[src/design/cpab_pkg.sv]
`timescale 1ns / 1ps

package cpab_pkg;

  // Largest frame the address logic serves
  localparam int MAX_WIDTH  = 2048;
  localparam int MAX_HEIGHT = 2048;

  localparam int REG_W   = 12;
  localparam int IDX_W   = 3;
  localparam int COORD_W = 16;
  localparam int PIX_W   = 32;
  localparam int CH_W    = 8;
  localparam int ADDR_W  = 22;
  // Clip edges are compared at this width so the frame limits always fit
  localparam int EDGE_W  = 16;

  localparam int IN_DATA_W  = 96;
  localparam int OUT_DATA_W = 56;

  // Register indexes
  localparam logic [IDX_W-1:0] REG_CLIP_LEFT    = 3'd0;
  localparam logic [IDX_W-1:0] REG_CLIP_TOP     = 3'd1;
  localparam logic [IDX_W-1:0] REG_CLIP_RIGHT   = 3'd2;
  localparam logic [IDX_W-1:0] REG_CLIP_BOTTOM  = 3'd3;
  localparam logic [IDX_W-1:0] REG_SCREEN_WIDTH = 3'd4;

  localparam logic [REG_W-1:0] RST_CLIP_LEFT    = 12'd0;
  localparam logic [REG_W-1:0] RST_CLIP_TOP     = 12'd0;
  localparam logic [REG_W-1:0] RST_CLIP_RIGHT   = 12'd1024;
  localparam logic [REG_W-1:0] RST_CLIP_BOTTOM  = 12'd768;
  localparam logic [REG_W-1:0] RST_SCREEN_WIDTH = 12'd1024;

  localparam logic ACT_PUT   = 1'b0;
  localparam logic ACT_BLEND = 1'b1;

  localparam logic [CH_W-1:0] ALPHA_OPAQUE = 8'hFF;
  localparam logic [CH_W-1:0] ALPHA_CLEAR  = 8'h00;

  typedef struct packed {
    logic [REG_W-1:0] clip_left;
    logic [REG_W-1:0] clip_top;
    logic [REG_W-1:0] clip_right;
    logic [REG_W-1:0] clip_bottom;
    logic [REG_W-1:0] screen_width;
  } cfg_t;

  typedef struct packed {
    logic                      action;
    logic signed [COORD_W-1:0] pos_x;
    logic signed [COORD_W-1:0] pos_y;
    logic [PIX_W-1:0]          src_color;
    logic [PIX_W-1:0]          dst_color;
  } req_t;

  typedef struct packed {
    logic              write_enable;
    logic [ADDR_W-1:0] pixel_address;
    logic [PIX_W-1:0]  pixel_value;
  } res_t;

endpackage

[src/design/cpab_cfg.sv]
`timescale 1ns / 1ps

module cpab_cfg (
  input  logic                      clk,
  input  logic                      rst,
  input  logic                      cfg_write,
  input  logic [cpab_pkg::IDX_W-1:0] cfg_index,
  input  logic [cpab_pkg::REG_W-1:0] cfg_data,
  output cpab_pkg::cfg_t            cfg
);
  import cpab_pkg::*;

  always_ff @(posedge clk) begin
    if (rst) begin
      cfg.clip_left    <= RST_CLIP_LEFT;
      cfg.clip_top     <= RST_CLIP_TOP;
      cfg.clip_right   <= RST_CLIP_RIGHT;
      cfg.clip_bottom  <= RST_CLIP_BOTTOM;
      cfg.screen_width <= RST_SCREEN_WIDTH;
    end else if (cfg_write) begin
      case (cfg_index)
        REG_CLIP_LEFT:    cfg.clip_left    <= cfg_data;
        REG_CLIP_TOP:     cfg.clip_top     <= cfg_data;
        REG_CLIP_RIGHT:   cfg.clip_right   <= cfg_data;
        REG_CLIP_BOTTOM:  cfg.clip_bottom  <= cfg_data;
        REG_SCREEN_WIDTH: cfg.screen_width <= cfg_data;
        default: ;
      endcase
    end
  end

endmodule

[src/design/cpab_clip.sv]
`timescale 1ns / 1ps

module cpab_clip (
  input  cpab_pkg::cfg_t                   cfg,
  input  logic signed [cpab_pkg::COORD_W-1:0] pos_x,
  input  logic signed [cpab_pkg::COORD_W-1:0] pos_y,
  output logic                             in_clip,
  output logic [cpab_pkg::ADDR_W-1:0]      addr
);
  import cpab_pkg::*;

  localparam logic [EDGE_W-1:0] MAX_W = EDGE_W'(MAX_WIDTH);
  localparam logic [EDGE_W-1:0] MAX_H = EDGE_W'(MAX_HEIGHT);
  localparam int PROD_W = 2 * REG_W;

  logic [EDGE_W-1:0] right;
  logic [EDGE_W-1:0] bottom;
  logic [EDGE_W-1:0] sw;
  logic [EDGE_W-1:0] ux;
  logic [EDGE_W-1:0] uy;
  logic [PROD_W-1:0] lin;

  always_comb begin
    sw     = EDGE_W'(cfg.screen_width);
    right  = EDGE_W'(cfg.clip_right);
    bottom = EDGE_W'(cfg.clip_bottom);
    if (right > sw)    right  = sw;
    if (right > MAX_W) right  = MAX_W;
    if (bottom > MAX_H) bottom = MAX_H;

    ux = {1'b0, pos_x[COORD_W-2:0]};
    uy = {1'b0, pos_y[COORD_W-2:0]};

    in_clip = !pos_x[COORD_W-1] && !pos_y[COORD_W-1] &&
              (ux >= EDGE_W'(cfg.clip_left)) && (ux < right) &&
              (uy >= EDGE_W'(cfg.clip_top))  && (uy < bottom);

    // Inside the rectangle both coordinates are below 4096, so the low
    // register-width bits carry the whole value.
    lin  = PROD_W'(pos_y[REG_W-1:0]) * PROD_W'(cfg.screen_width)
         + PROD_W'(pos_x[REG_W-1:0]);
    addr = lin[ADDR_W-1:0];
  end

endmodule

[src/design/cpab_mix.sv]
`timescale 1ns / 1ps

module cpab_mix (
  input  logic                       action,
  input  logic [cpab_pkg::PIX_W-1:0] src_color,
  input  logic [cpab_pkg::PIX_W-1:0] dst_color,
  output logic                       paint,
  output logic [cpab_pkg::PIX_W-1:0] color
);
  import cpab_pkg::*;

  localparam int NCH    = 3;
  localparam int SUM_W  = 2 * CH_W;

  // floor(v / 255) for v below 65280
  function automatic logic [CH_W-1:0] div255(input logic [SUM_W-1:0] v);
    logic [SUM_W:0] t;
    t = {1'b0, v} + (SUM_W+1)'(v[SUM_W-1:CH_W]) + (SUM_W+1)'(1);
    return t[SUM_W-1:CH_W];
  endfunction

  logic [CH_W-1:0]  alpha;
  logic [CH_W-1:0]  inv;
  logic [SUM_W-1:0] acc   [NCH];
  logic [CH_W-1:0]  mixed [NCH];

  always_comb begin
    alpha = src_color[PIX_W-1 -: CH_W];
    inv   = ALPHA_OPAQUE - alpha;
    for (int c = 0; c < NCH; c++) begin
      acc[c] = SUM_W'(src_color[c*CH_W +: CH_W]) * SUM_W'(alpha)
             + SUM_W'(dst_color[c*CH_W +: CH_W]) * SUM_W'(inv);
      mixed[c] = div255(acc[c]);
    end

    if (action == ACT_PUT || alpha == ALPHA_OPAQUE) begin
      paint = 1'b1;
      color = {ALPHA_OPAQUE, src_color[PIX_W-CH_W-1:0]};
    end else begin
      paint = (alpha != ALPHA_CLEAR);
      color = {ALPHA_OPAQUE, mixed[2], mixed[1], mixed[0]};
    end
  end

endmodule

[src/design/clipped_pixel_alpha_blend.sv]
`timescale 1ns / 1ps

// Clipped ARGB8888 pixel writer with alpha blending. Each input transfer is
// one pixel request; each output transfer is one result: a write flag, the
// linear address y*screen_width+x (22 bits, wrapping) and the opaque pixel.
// Pixels outside the clip rectangle, and blends with zero alpha, come out
// with the flag low and address and value zero. One pixel per clock is
// taken unless the result side stalls: one input register, then clip test,
// address multiply and the three channel blends in a single stage, then the
// result register. Both sides may stall freely. The user must write the
// registers through cfg_write/cfg_index/cfg_data only while no pixel is in
// flight (not enforced here); reset clip 0..1024 by 0..768, stride 1024.
module clipped_pixel_alpha_blend (
  input  logic                            clk,
  input  logic                            rst,

  input  logic                            cfg_write,
  input  logic [cpab_pkg::IDX_W-1:0]      cfg_index,
  input  logic [cpab_pkg::REG_W-1:0]      cfg_data,

  input  logic                            s_axis_tvalid,
  output logic                            s_axis_tready,
  // pos_x [15:0], pos_y [31:16], src_color [63:32], dst_color [95:64]
  input  logic [cpab_pkg::IN_DATA_W-1:0]  s_axis_tdata,
  // action
  input  logic                            s_axis_tuser,

  output logic                            m_axis_tvalid,
  input  logic                            m_axis_tready,
  // pixel_address [21:0], pixel_value [53:22], zero pad [55:54]
  output logic [cpab_pkg::OUT_DATA_W-1:0] m_axis_tdata,
  // write_enable
  output logic                            m_axis_tuser
);
  import cpab_pkg::*;

  localparam int PAD_W = OUT_DATA_W - ADDR_W - PIX_W;

  cfg_t cfg;
  logic req_valid;
  req_t req;
  logic out_valid;
  res_t res;
  res_t res_next;
  logic advance;
  logic in_clip;
  logic [ADDR_W-1:0] addr;
  logic paint;
  logic [PIX_W-1:0] color;

  cpab_cfg u_cfg (
    .clk       (clk),
    .rst       (rst),
    .cfg_write (cfg_write),
    .cfg_index (cfg_index),
    .cfg_data  (cfg_data),
    .cfg       (cfg)
  );

  cpab_clip u_clip (
    .cfg     (cfg),
    .pos_x   (req.pos_x),
    .pos_y   (req.pos_y),
    .in_clip (in_clip),
    .addr    (addr)
  );

  cpab_mix u_mix (
    .action    (req.action),
    .src_color (req.src_color),
    .dst_color (req.dst_color),
    .paint     (paint),
    .color     (color)
  );

  always_comb begin
    res_next.write_enable  = in_clip && paint;
    res_next.pixel_address = res_next.write_enable ? addr : '0;
    res_next.pixel_value   = res_next.write_enable ? color : '0;
  end

  // Result register frees when empty or taken; input register frees when
  // empty or when its pixel moves on.
  assign advance       = !out_valid || m_axis_tready;
  assign s_axis_tready = !req_valid || advance;

  always_ff @(posedge clk) begin
    if (rst) begin
      req_valid <= 1'b0;
      out_valid <= 1'b0;
    end else begin
      if (s_axis_tready) req_valid <= s_axis_tvalid;
      if (advance) out_valid <= req_valid;
    end
  end

  always_ff @(posedge clk) begin
    if (s_axis_tvalid && s_axis_tready) begin
      req.action    <= s_axis_tuser;
      req.pos_x     <= s_axis_tdata[15:0];
      req.pos_y     <= s_axis_tdata[31:16];
      req.src_color <= s_axis_tdata[63:32];
      req.dst_color <= s_axis_tdata[95:64];
    end
    if (advance && req_valid) res <= res_next;
  end

  assign m_axis_tvalid = out_valid;
  assign m_axis_tuser  = res.write_enable;
  assign m_axis_tdata  = {{PAD_W{1'b0}}, res.pixel_value, res.pixel_address};

  // A dropped pixel carries zero address and value
  a_drop_zero: assert property (@(posedge clk) disable iff (rst)
    m_axis_tvalid && !m_axis_tuser |-> m_axis_tdata == '0)
    else $error("dropped pixel with nonzero payload");

  // Every written pixel is opaque
  a_opaque: assert property (@(posedge clk) disable iff (rst)
    m_axis_tvalid && m_axis_tuser |-> m_axis_tdata[53:46] == ALPHA_OPAQUE)
    else $error("written pixel not opaque");

  // A pixel in the input register reaches an empty result register next cycle
  a_forward: assert property (@(posedge clk) disable iff (rst)
    req_valid && !out_valid |=> out_valid)
    else $error("pixel not forwarded to result register");

endmodule

[config.mk]
export PLATFORM = sky130hd
export DESIGN_NAME = clipped_pixel_alpha_blend
export DESIGN_NICKNAME = d
export VERILOG_FILES = /design/src/design/cpab_pkg.sv /design/src/design/cpab_cfg.sv /design/src/design/cpab_clip.sv /design/src/design/cpab_mix.sv /design/src/design/clipped_pixel_alpha_blend.sv
export SDC_FILE = /design/constraint.sdc
export NUM_CORES = 2
export LEC_CHECK = 0
export ABC_AREA = 1
export BUFFER_PORTS_ARGS = -buffer_cell sky130_fd_sc_hd__buf_2
export CORE_MARGIN = 2
export CORE_UTILIZATION = 60
export DETAILED_ROUTE_END_ITERATION = 10
export PLACE_DENSITY = 0.79
export SETUP_SLACK_MARGIN = 0.4
export SLEW_MARGIN = 20
export SYNTH_ARGS = -nofsm -noshare
export SYNTH_HDL_FRONTEND = slang
export SYNTH_SLANG_ARGS = --single-unit
[constraint.sdc]
create_clock -name clk -period 7.5 [get_ports clk]
set_input_delay 0.75 -clock clk [delete_from_list [all_inputs] [get_ports clk]]
set_output_delay 0.75 -clock clk [all_outputs]
set_load 0.05 [all_outputs]
== Yosys cells after proc, flatten, opt, wreduce, memory -nomap -nowiden ==
Cells that the tools add are included.

* Input port bits: 117
* Logic and storage cells: 73
* Register bits: 206

* Bitwise operators: 1
* Add/sub/neg operators: 11
* $lt $le $gt $ge: 7
* Multiplexer cells: 5
* Reduce and logical (&&, ||, !) cells: 22
* Multipliers: 7
* Equal/unequal tests: 5

{| class="wikitable"
|+ Operators by type and width
! cell !! number
|-
| multiplier 8 x 8 -> 16 bit || 6
|-
| adder 16 x 1 -> 16 bit (second input constant) || 3
|-
| adder 16 bit || 3
|-
| adder 16 x 8 -> 16 bit || 3
|-
| two-way mux 12 bit || 3
|-
| >= comparator 15 x 12 -> 1 bit || 2
|-
| less-than comparator 15 x 12 -> 1 bit || 2
|-
| > comparator 12 bit (second input constant) || 2
|-
| two-way mux 24 bit || 1
|-
| adder 22 x 12 -> 22 bit || 1
|-
| multiplier 12 x 12 -> 22 bit || 1
|-
| > comparator 12 bit || 1
|-
| AND reduction 2 bit || 5
|-
| equality test 8 bit (second input constant) || 1
|-
| logical AND 1 bit || 8
|-
| nonzero test 8 bit || 1
|-
| subtractor 8 bit (first input constant) || 1
|-
| equality test 3 x 2 -> 1 bit (second input constant) || 2
|-
| zero test 1 bit || 4
|-
| equality test 3 x 1 -> 1 bit (second input constant) || 1
|-
| equality test 3 bit (second input constant) || 1
|-
| zero test 3 bit || 1
|-
| logical OR 1 bit || 3
|-
| two-way mux 1 bit || 1
|-
| NOT 1 bit || 1
|}

== Longest topological paths before layout ==
* Depth after elaboration: 9
* Depth in mapped cells: 38
* Gate-level depth less buffers: 36

== Modules after synthesis ==
A second synthesis with hierarchy kept.

* Cells, all modules: 3870
* Area total of the unflattened synthesis: 30076.3 sq um

{| class="wikitable"
|+ Modules (own cells, without submodules)
! module !! times used !! cells each !! area an instance (sq um) !! seq. area each (sq um)
|-
| cpab_mix || 1 || 2304 || 15773.9 || 0.0
|-
| cpab_clip || 1 || 930 || 6685.2 || 0.0
|-
| clipped_pixel_alpha_blend || 1 || 282 || 5165.0 || 4604.4
|-
| cpab_cfg || 1 || 354 || 2452.4 || 1201.2
|}

== Worst setup path before layout ==
Ideal clock, no wire load.

* Path kind: register -> register
* From: reg req[63] (netlist name)
* To: reg res, in the netlist m_axis_tdata[40], data pin
* Path slack: 781 ps
* Arrival: 6467 ps
* Cell stages (with the launch flop): 32
* Library setup time: 252 ps
* Data required time: 7248 ps
* Buffers on the path: 2
* Period minus slack after synthesis: 6719 ps
* Cell sequence: edfxtp_1 -> clkbuf_1 -> buf_1 -> nand2_1 -> fa_1 -> fa_1 -> inv_1 -> fa_1 -> fa_1 -> fa_1 -> inv_1 -> fa_1 -> inv_1 -> ha_1 -> a21oi_1 -> o211a_1 -> o21ai_0 -> xor2_1 -> inv_1 -> ha_1 -> a21oi_1 -> or2_2 -> nand3_1 -> nand2_1 -> nand2_1 -> nand2_1 -> nand2_1 -> nand3_1 -> nand2_1 -> nor2_1 -> nor2_1 -> nor2_1

* Cells in the longest elaborated chain, start to end: 6

{| class="wikitable"
|+ Ends and longest elaborated chain
! what !! RTL line !! RTL
|-
| subtractor 8 bit || cpab_mix.sv:29 || <nowiki>inv = ALPHA_OPAQUE - alpha;</nowiki>
|-
| multiplier 8 x 8 -> 16 bit || cpab_mix.sv:32 || <nowiki>+ SUM_W'(dst_color[c*CH_W +: CH_W]) * SUM_W'(inv);</nowiki>
|-
| adder 16 bit || cpab_mix.sv:32 ||
|-
| adder 16 x 8 -> 16 bit || cpab_mix.sv:18 || <nowiki>t = {1'b0, v} + (SUM_W+1)'(v[SUM_W-1:CH_W]) + (SUM_W+1)'(1);</nowiki>
|-
| adder 16 x 1 -> 16 bit || cpab_mix.sv:18 ||
|-
| two-way mux 24 bit || cpab_mix.sv:36 || <nowiki>if (action == ACT_PUT || alpha == ALPHA_OPAQUE) begin</nowiki>
|-
| to (signal assigned) || clipped_pixel_alpha_blend.sv:105 || <nowiki>if (advance && req_valid) res <= res_next;</nowiki>
|-
| to (decl) || clipped_pixel_alpha_blend.sv:43 || <nowiki>res_t res;</nowiki>
|}

Several ways; a longest one is shown, not always the timed one.
A chain may end at the register's enable or synchronous reset.

== Worst setup path after layout ==
* From: reg req[63] (netlist name)
* To: reg res, in the netlist m_axis_tdata[36], data pin

* Cells in the longest elaborated chain, start to end: 6

{| class="wikitable"
|+ Ends and longest elaborated chain
! what !! RTL line
|-
| subtractor 8 bit || cpab_mix.sv:29
|-
| multiplier 8 x 8 -> 16 bit || cpab_mix.sv:32
|-
| adder 16 bit || cpab_mix.sv:32
|-
| adder 16 x 8 -> 16 bit || cpab_mix.sv:18
|-
| adder 16 x 1 -> 16 bit || cpab_mix.sv:18
|-
| two-way mux 24 bit || cpab_mix.sv:36
|}

Several ways; a longest one is shown, not always the timed one.

==> impl_metrics.tcl <==
set metrics [dict create \
    cts.sinks 199 \
    cts_max_level 4 \
    skew_ns 0.0201 \
    critPathBufInv 5 \
    clock_latency_ns 0.52 \
    cp.arrival_ns 7.14 \
    grt_pass1_vias 22776 \
    path_delay_family "adder cells" \
    cpMostUsedCell "fa_1" \
    rrSetupSlack_ns 0.63 \
    gp_congestion 0.937 \
    syn_inst 3471 \
    drive_above_1_share_pct 11.1 \
    r2r_start "req[63]" \
    setup_viol 0 \
    antenna_found_initial 1 \
    worst_path_largest_cell_delay_ns 0.58 \
    hold_viol 0 \
    regToRegEndpoint "m_axis_tdata[36]" \
    seq_area_um2 5360 \
    met2WireLength_um 33100 \
    dieArea_um2 48800 \
    synth_top_area_share_pct 28.2 \
    syn_area_um2 28200 \
    drcViolationCount 0 \
    initial_core_util_pct 60.7 \
    track_usage_pct 28.9 \
    cp-endpoint "m_axis_tdata[36]" \
    grt.overflow.total 0 \
    status "complete, no violations" \
    min_period_over_period_pct 91.6 \
    grt_max_degree 61 \
    vias 22541 \
    drt_iter0_drc 1676 \
    via_per_inst 5.31 \
    ys_ff_latch 199 \
    ant_nets 0 \
    synthTopCellsByArea "fa_1 (28%), edfxtp_1 (15%), ha_1 (14%)" \
    top_layer_used "met4" \
    dp_hpwl_um 53800 \
    relSlewSlack_pct 27.1 \
    rows 79 \
    finalSetupTns_ns 0 \
    syn_area_per_cell_um2 8.13 \
    async_reset_ff_share_pct 0 \
    cts-root-buf "clkbuf_16" \
    met1_length_um 28500 \
    cp_max_fo 26 \
    crit_type "flop to flop" \
    first_pass_iters 5 \
    crit_path_end_kind "flop" \
    cp_num_cells 29 \
    fmax_ghz 0.146 \
    hold_path.class "input pin to flop" \
    synthFlopType "edfxtp_1" \
    synth_edf_count 137 \
    wl_per_cell_um 16.4 \
    dp_slack_ns 0.337 \
    rsz0062_at_grt "false" \
    nets 4459 \
    area_growth_pct 10.6 \
    io_pins 176 \
    max-cap-violations 0 \
    slew_violations 0 \
    rr_worst_depth 29 \
    grt_pass1_wl_um 112000 \
    portBuffers 165 \
    yosysTopAreaCell "fa_1" \
    fin_crit_ns 6.87 \
    routed-wl-met3_um 5620 \
    crit_start "req[63]" \
    finalWorstSetupSlack_ns 0.630 \
    die_w_um 221 \
    multi_input_area_um2 19300 \
    nFillCells 3689 \
    slowest_stage "edfxtp_1" \
    worstMarginPinSlew_ns 1.09 \
    seq_area_frac_synth_pct 19.0 \
    ctsHoldBuffers 0 \
    synth_cell_types 49 \
    cts_tree "built" \
    die_y_um 221 \
    core-area_um2 46500 \
    clk_path_buf_depth 2 \
    numCtsBuffers 17 \
    synth_warnings 0 \
    worst_setup_path_start_kind "flop" \
    required_ns 7.77 \
    postRouteWirelength_um 69400 \
    cts.clk_slew.worst_paths_ns 0.10 \
]
## how the worst min path moves through the flow
| stage | end | from | cells past startpoint |
|---|---|---|---|
| after global routing | req[82] | s_axis_tdata[2] | 1 |
| final | req[90] | s_axis_tdata[10] | 1 |
| after global placement | u_cfg.cfg[56] | u_cfg.cfg[56] | 2 |
| after floorplan | u_cfg.cfg[37] | u_cfg.cfg[37] | 2 |
| after CTS | req[73] | s_axis_tdata[25] | 1 |
| after detailed placement | u_cfg.cfg[37] | u_cfg.cfg[37] | 2 |
## cell usage after synthesis (all sizes together), types with 7 or more instances
master	count
o21ai	103
or2	22
nor3	13
a21oi	142
nand2	677
dfxtp	62
nand4	25
xor2	47
clkbuf	90
buf	37
inv	936
ha	323
edfxtp	137
nand3	100
fa	398
a21boi	7
nor2	279
xnor2	27
## worst register-to-register path: cells and delay by family (launching register included)
family                     cells  cell delay (ns)
xor gates and xnor gates       1             0.25
AOI/OAI and AO/OA              3             0.38
DFF                            1             0.58
adders and majority gates      8             3.63
buffers and inverters          5             0.56
and+or+nand+nor               12             1.23
## metal layers
layer / vias to the layer above / track usage (%)
met4: 0 / 9.98
met2: 883 / 47.8
li1: 10650 / -
met3: 144 / 4.82
met5: - / 0
met1: 10864 / 38.8
## layout make-up
type	count	area share, %
inverters	937	11.3
clock inverters	15	0.754
well taps	607	2.43
repair buffers	254	5.23
clock buffers	17	1.36
flip-flops and latches	199	17.2
diodes	1	0.00802
multi-input cells	2212	61.7
## repair_timing
item                       4_1_cts  5_1_grt
gates cloned                     0        2
setup buffers                    3       34
resized for setup                2      105
setup endpoints to repair       10       24
pin swaps                        0       22
## per-stage QoR
stage	cells	area [um^2]	hold WS, ns	utilization (%)
5_1_grt	4242	31200	0.389	67.2
3_5_place_dp	4170	29700	0.454	63.9
6_report	4242	31200	0.398	67.2
3_3_place_gp	4170	29700	0.448	63.9
2_1_floorplan	3475	28200	0.435	-
4_1_cts	4205	30400	0.369	65.4
## layout by cell type (no fill, tap or decap), types with 4 or more instances in the layout
cell type     n
o21ai_0      91
xnor2_1      25
xor2_1       42
xor2_2        4
conb_1        5
fa_1        398
inv_12        5
buf_2       165
ha_4         19
nand2_1     662
edfxtp_1    137
nand3b_1      5
nand2_2      12
o211ai_1      4
o21bai_1      5
o21ai_1       9
buf_6        12
nor2_1      271
nand3_1      95
nor4_1        6
buf_4        70
a21o_1        4
clkinvlp_4    4
inv_2         6
a21oi_1     129
nor2_2        8
dfxtp_1      62
a21oi_2      12
ha_1        302
nand4_1      24
inv_1       925
clkinv_8      4
buf_12        4
clkbuf_16    19
nand3_2       5
nor3_1       12
or2_2        22
## state kept, by name (all words and copies together), names as in the netlist
signal,count
req,89
u_cfg.cfg,60
m_axis_tdata,47
m_axis_tuser,1
m_axis_tvalid,1
req_valid,1
## cell families (layout without fill, tap and decap cells)
family,count (synthesis),after routing,share of synthesized area [%]
simple gates,1129,1129,16.2
fa+ha+maj,721,721,42.6
other cells,1,6,0.0133
flops,199,199,19.0
buf+inv,1064,1223,14.5
compound gates,283,283,5.42
xor+xnor,74,74,2.30
Power is not shown: default switching activity piles up to over one toggle a cycle in this logic, so the estimate is an artifact.
